File: src/rtl/spcps_ram.sv
// generic single-port-write, single-read ram with registered read data
// no dependencies
`default_nettype none
module spcps_ram #(
   parameter int WIDTH = 8,
   parameter int DEPTH = 16
) (
   input  wire logic                     clock,
   input  wire logic                     wr_en,
   input  wire logic [$clog2(DEPTH)-1:0] wr_addr,
   input  wire logic [WIDTH-1:0]         wr_data,
   input  wire logic [$clog2(DEPTH)-1:0] rd_addr,
   output logic      [WIDTH-1:0]         rd_data
);
   logic [WIDTH-1:0] mem_ff [DEPTH];

   always_ff @(posedge clock) begin
      if (wr_en) begin
         mem_ff[wr_addr] <= wr_data;
      end
      rd_data <= mem_ff[rd_addr];
   end
endmodule
`default_nettype wire

File: config.mk
export PLATFORM = sky130hd
export DESIGN_NAME = spcps_ram
export DESIGN_NICKNAME = d
export VERILOG_FILES = /design/src/rtl/spcps_ram.sv
export SDC_FILE = /design/constraint.sdc
export NUM_CORES = 1
export LEC_CHECK = 0
export BUFFER_PORTS_ARGS = -buffer_cell sky130_fd_sc_hd__buf_2
export CAP_MARGIN = 20
export CORE_ASPECT_RATIO = 1.5
export CORE_MARGIN = 2
export CORE_UTILIZATION = 33
export CTS_CLUSTER_DIAMETER = 60
export DETAILED_ROUTE_END_ITERATION = 7
export PLACE_DENSITY = 0.52
export RECOVER_POWER = 25
export SETUP_SLACK_MARGIN = 0.2
export SYNTH_ARGS = -nofsm -noshare
export SYNTH_HDL_FRONTEND = slang
export SYNTH_SLANG_ARGS = --single-unit
File: constraint.sdc
create_clock -name clock -period 1.62 [get_ports clock]
set_input_delay 0.162 -clock clock [delete_from_list [all_inputs] [get_ports clock]]
set_output_delay 0.162 -clock clock [all_outputs]
set_load 0.01 [all_outputs]
# Word-level counts from Yosys, hierarchy flattened
# Memories as Yosys holds them, arrays and structs flattened. A register that Yosys moved wholly into a read port is not among the register bits.
# Index checks and enable logic that the tools add are counted.
[totals]
input_bits = 18
wordCells = 3
ff_bits = 0
ram_bits = 128
memories = 1
[classes]
muxes = 2
[mem_list]
columns = ["memory", "depth", "width", "rd", "rd_ports_with_merged_regs", "wr", "line_no", "source"]
rows = [
  ["mem_ff", 16, 8, 1, 1, 1, "15", "logic [WIDTH-1:0] mem_ff [DEPTH];"],
]
[op_table]
columns = ["operator", "n"]
rows = [
  ["$mux 1", 2],
]

# Logic depth before layout (Yosys ltp)
# Gate-level depths: netlist (run 1).
[logic_depth]
word_depth = 2
ltp_mapped = 5

# Least setup slack after synthesis (run 1)
# Ideal clock, no wire load.
[synth_timing]
path_kind = "input-to-reg"
startpoint = "in wr_addr[2]"
endpoint = "mem mem_ff[0][0] (enable)"
required_time_ns = 1.237
path_slack_ns = -0.035
arrival_ns = 1.272
stages = 2
path_cell_list = "or3b_2 -> nor3_1"
[synth_lines]
columns = ["element", "line_no", "source"]
rows = [
  ["from (decl)", "10", "input wire logic [$clog2(DEPTH)-1:0] wr_addr,"],
  ["to (decl)", "15", ""],
]
# Straight into the memory's write port.

==> metrics.cfg, run 1 <==
[status]
outcome=completed

[cells_and_area]
fin_cells=499
diodes=0
drive_gt1_frac=0.317
area_delta_synth_final_pct=21.8
nets=305

[sta]
timing.hold.ws_ns=0.145
clock-skew-final_ns=0.00679
min_period_ns=1.35
drv_slew=0
setup_ws_ns=0.269
clock.fmax_mhz=740
finalHoldViolCount=0
tightest_slew_ns=0.812
finalSetupTns_ns=0
finalCritPeriodShare=0.834
setup_viol=0
rsz0062_at_grt=false
max-slew-margin-rel=0.457

[drt]
drt_iter0_markers=90
routed_via_density=4.94
first_pass_iters=4
final_antenna_net_count=0
wl_mm=10.5
routed-via-count=2465
detail_route.drc_violations=0
routedWlPerCell_microns=20.9

[synth]
synth_edf_count=128
ys.flop_type=edfxtp_1
yosysMostFrequentCell=edfxtp_1
synth_seq_cells=136
synth_top_cell_area_share=0.747
synthDistinctLibCells=19
syn_nets=247
synth.avg_cell_area_sq_um=22.5
syn_area_sq_um=5150
synth_top_area_cell=edfxtp_1
yosysWarnings=0
async_reset_ff_frac=0
postSynthCellCount=229
synth_area_leaders=edfxtp_1, mux4_2, mux4_1, dfxtp_1, a22oi_1
netlist_top_cells_count=edfxtp_1, mux4_2, a22oi_1, mux4_1, nor2_1
yosysSeqAreaShare=0.778

[placed_design]
port_buffers=25
place_inst=467
gp_congestion=0.740
pre_cts_slack_ns=0.0150
hpwl_mm=6.99

[cts]
cts.repair.resized=1
clockBufferDepth=2
clock_latency_ns=0.42
clk_pin_slew_ns=0.06
clkSinkCount=136
cts_hold_buf=0
cts-htree-levels=4
cts_root_buf=clkbuf_16
cts_tree=done
post-cts-setup-buffer-count=0
numCtsBuffers=17

[floorplanning]
rows=55
ioPinCount=26
die_y_microns=157
start_util=0.338
die_area_sq_um=16600
core_area_sq_um=15200
die_w_microns=106

[grt]
overflow=0
grt_max_degree=33
grt_pass1_vias=2598
grt_pass1_wl_mm=15.9
antenna_found_initial=0
grt_usage=0.136

[min_path]
min_path_type=in -> reg

[critical_path]
worstPathRequired_ns=1.91
r2r_slack_ns=0.27
end_kind=register
cp_max_fo=1
start_kind=register
critical_path_class=reg -> reg
cp.arrival_ns=1.64

[flow_run]
maxCapViolCount=0

[power_and_ir_drop]
power_mw=8.35
ir_drop_mv=0.557
p_per_area_nw_per_um2=1330
p_leak_nw=2.12

[sequential cells by signal, indices dropped and copies added (netlist names)]
signal	count
mem_ff	128
rd_data	8
[path summary, 6_finish.rpt]
path	depth (start not counted)	from	to
max	3	mem_ff[1][0]$_DFFE_PP_	rd_data[0]$_DFF_P_
min	1	wr_data[2]	mem_ff[8][2]$_DFFE_PP_
max reg2reg	3	mem_ff[1][0]$_DFFE_PP_	rd_data[0]$_DFF_P_
min reg2reg	3	mem_ff[12][1]$_DFFE_PP_	rd_data[1]$_DFF_P_
[critical path, stage by stage, from the launching register on]
cell	delay [ns]
edfxtp_1	0.37
mux4_1	0.53
a22oi_2	0.23
nand2_1	0.10
[metal layers]
| layer | track usage | part of all wire | vias up |
|---|---|---|---|
| li1 | - | - | 1086 |
| met2 | 0.237 | 0.54 | 61 |
| met1 | 0.157 | 0.40 | 1302 |
| met5 | 0 | 0 | - |
| met3 | 0.0398 | 0.041 | 16 |
| met4 | 0.0583 | 0.018 | 0 |
[metrics by stage]
step           area (sq um)  utilization
2_1_floorplan          5150            -
3_3_place_gp           5650        0.371
3_5_place_dp           5650        0.371
4_1_cts                6280        0.413
5_1_grt                6270        0.412
6_report               6270        0.412
[kinds of logic (layout without fill, tap and decap cells)]
logic type / count (synthesis) / after routing / share of synthesized area
flops: 136 / 136 / 0.778
simple gates: 35 / 35 / 0.0318
mux: 32 / 32 / 0.150
compound gates: 16 / 16 / 0.0233
buf+inv: 10 / 81 / 0.0168
[cell type report]
class,count,area (sq um)
clock buffer,17,425
sequential,136,4000
tap,199,249
fill,1323,8940
clock inverter,15,201
timing repair buffer,49,324
multi-input combinational,83,1070
[where the power goes]
group	switching (mW)	internal [mW]
combinational	0.214	0.162
sequential	0.0238	3.93
clock	1.44	2.58
total	1.68	6.68
[cells in the final DEF, fill, tap and decap left out]
| cell type | count |
|---|---|
| a22oi_1 | 15 |
| a22oi_2 | 1 |
| and2_1 | 1 |
| and2b_1 | 1 |
| buf_12 | 2 |
| buf_2 | 20 |
| buf_4 | 22 |
| bufinv_16 | 4 |
| clkbuf_1 | 5 |
| clkbuf_16 | 17 |
| clkinv_1 | 2 |
| clkinv_2 | 1 |
| clkinv_4 | 5 |
| clkinvlp_4 | 1 |
| dfxtp_1 | 8 |
| edfxtp_1 | 128 |
| inv_6 | 2 |
| mux4_1 | 14 |
| mux4_2 | 18 |
| nand2_1 | 9 |
| nand2b_1 | 2 |
| nand3_1 | 1 |
| nand3b_1 | 2 |
| nor2_1 | 13 |
| nor2b_1 | 1 |
| nor3_1 | 3 |
| nor3_2 | 1 |
| or3b_2 | 1 |
(Power assumes the default switching activity.)
==> inputs of run 2 (changes only) <==
==> constraint.sdc (replaced) <==
create_clock -name clock -period 1.1 [get_ports clock]
set_input_delay 0.11 -clock clock [delete_from_list [all_inputs] [get_ports clock]]
set_output_delay 0.11 -clock clock [all_outputs]
set_load 0.01 [all_outputs]
==> run 2 against run 1 <==
The run now ends with setup timing left. Clock power is 45% higher. Via count is 1.2% lower. Worst hold slack lost 0.040 ns. Maximum frequency grew 3.8%. Sequential power increased by 48%. Register-to-register slack lost 0.47 ns. Critical path depth did not move. Power up 48%. Sequential share of layout area shrank 3.6 points. Setup slack got worse by 0.47 ns. Cell count grew 2.0%. Critical path type unchanged. Critical endpoint is now rd_data[7]$_DFF_P_. Largest cell class unchanged.
==> metrics.cfg, run 2 (synthesis gave the netlist of run 1 again) <==
[sta]
setup_viol=8  ; +8
max-slew-margin-rel=0.438  ; -0.0193
finalHoldViolCount=0  ; unchanged
rsz0062_at_grt=true
timing.hold.ws_ns=0.105  ; -0.0398 ns
min_period_ns=1.30  ; -0.0489 ns
drv_slew=0  ; unchanged
finalCritPeriodShare=1.18  ; +0.350
clock.fmax_mhz=768  ; +3.8%
setup_ws_ns=-0.202  ; -0.471 ns
clock-skew-final_ns=0.00972  ; +0.00293 ns
tightest_slew_ns=0.840  ; +0.0288 ns

[cts]
clockBufferDepth=2  ; unchanged
cts_tree=done
cts-htree-levels=4  ; unchanged
clock_latency_ns=0.40  ; -0.02 ns
clk_pin_slew_ns=0.06  ; about the same
cts_hold_buf=0  ; unchanged
cts_root_buf=clkbuf_16
numCtsBuffers=17  ; unchanged
clkSinkCount=136  ; unchanged

[floorplanning]
core_area_sq_um=15200  ; unchanged
start_util=0.338  ; unchanged
die_area_sq_um=16600  ; unchanged
die_y_microns=157  ; unchanged
rows=55  ; unchanged
die_w_microns=106  ; unchanged
ioPinCount=26  ; unchanged

[drt]
final_antenna_net_count=0  ; unchanged
routed_via_density=4.78  ; -3.2%
wl_mm=10.5  ; +0.15%
routedWlPerCell_microns=20.6  ; -1.8%
first_pass_iters=4  ; unchanged
drt_iter0_markers=131  ; +46%
detail_route.drc_violations=0  ; unchanged
routed-via-count=2435  ; -1.2%

[status]
violations=setup timing
outcome=complete, but fails checks

[cells_and_area]
final_common_cell=edfxtp_1
diodes=0  ; unchanged
largest-register=mem_ff
design_area_sq_um=6670  ; +6.3%
drive_gt1_frac=0.455  ; +0.138
largest_reg_flops=128  ; unchanged
layout.cells.most_common_list=edfxtp_1, mux4_2, clkbuf_16, buf_12, buf_4
area_delta_synth_final_pct=29.5
nets=315  ; +3.3%
reg_top3=mem_ff: 128 flops, rd_data: 8 flops

[critical_path]
cp_max_fo=1  ; unchanged
crit_chain=mux4_2 -> a22oi_2 -> nand2_1
crit_buf_inv=0  ; unchanged
max_stage_delay_ns=0.49  ; -0.04 ns
end_kind=register
cp.arrival_ns=1.58  ; -0.06 ns
start_kind=register
critPathTopFamily=multiplexers
worstPathRequired_ns=1.38  ; -0.53 ns
slowest_stage=mux4_2
critical_path_class=reg -> reg

[grt]
grt_pass1_vias=2630  ; +1.2%
grt_pass1_wl_mm=16.4  ; +3.1%
overflow=0  ; unchanged
antenna_found_initial=0  ; unchanged
grt_usage=0.140  ; +0.00347
grt_max_degree=20  ; -39%

[power_and_ir_drop]
p_leak_nw=2.18  ; +2.7%
p_per_area_nw_per_um2=1860  ; +39%
ir_drop_mv=0.770  ; +38%

[flow_run]
maxCapViolCount=0  ; unchanged

[placed_design]
hpwl_mm=7.31  ; +4.5%
placed_cell_area_sq_um=5970  ; +5.7%
port_buffers=25  ; unchanged
gp_congestion=0.762  ; +3.1%

[min_path]
min_path_type=in -> reg

run 2: timing repair:
| item | 4_1_cts | 5_1_grt |
|---|---|---|
| pin swaps | 2 | 4 |
| cloned | 0 | 0 |
| endpoints found under the setup margin | 24 | 32 |
| resized for setup | 16 | 7 |
| buffers inserted | 0 | 1 |
| endpoints found under the hold margin | 0 | 0 |
run 2: final timing paths:
path | start | end | slack (ns) | cells past startpoint
worst max-delay path | mem_ff[0][7]$_DFFE_PP_ | rd_data[7]$_DFF_P_ | -0.20 | 3
worst min-delay path | wr_data[4] | mem_ff[4][4]$_DFFE_PP_ | 0.10 | 1
worst max register to register | mem_ff[0][7]$_DFFE_PP_ | rd_data[7]$_DFF_P_ | -0.20 | 3
worst min register to register | mem_ff[12][1]$_DFFE_PP_ | rd_data[1]$_DFF_P_ | 0.67 | 3
run 2: stage by stage:
stage	setup WS, ns	utilization	power (mW)	cells	TNS [ns]
after floorplan	-0.113	-	6.29	229	-2.92
after global placement	-0.372	0.393	6.60	476	-20.12
after detailed placement	-0.394	0.393	6.62	476	-21.05
after CTS	-0.213	0.437	12.5	508	-1.36
after global routing	-0.254	0.438	12.8	509	-1.68
final	-0.202	0.438	12.4	509	-1.23
run 2: final cells by class:
class / count / area, sq um
Clock buffer: 20 / 437
Clock inverter: 12 / 175
Fill cell: 1282 / 8540
Multi-Input combinational cell: 83 / 1150
Sequential cell: 136 / 4020
Tap cell: 199 / 249
Timing Repair Buffer: 59 / 646
run 2: layer usage:
layer  global-route usage  vias to the layer above  routed length, microns
met3               0.0290                       12                     198
met1                0.160                     1270                    4180
met5                    0                        -                       0
met2                0.249                       52                    5850
li1                     -                     1101                       -
met4               0.0670                        0                     242
run 2: where the power goes:
group / switching [mW] / internal, mW / leakage [nW]
Clock: 2.03 / 3.79 / 0.292
Sequential: 0.0465 / 5.80 / 1.22
Combinational: 0.358 / 0.342 / 0.661
Total: 2.44 / 9.93 / 2.18
run 2: worst register-to-register path, delay by kind of cell (launching register included):
kind	cells	cell delay, ns
mux	1	0.49
simple gates	1	0.11
compound gates	1	0.21
flops	1	0.36
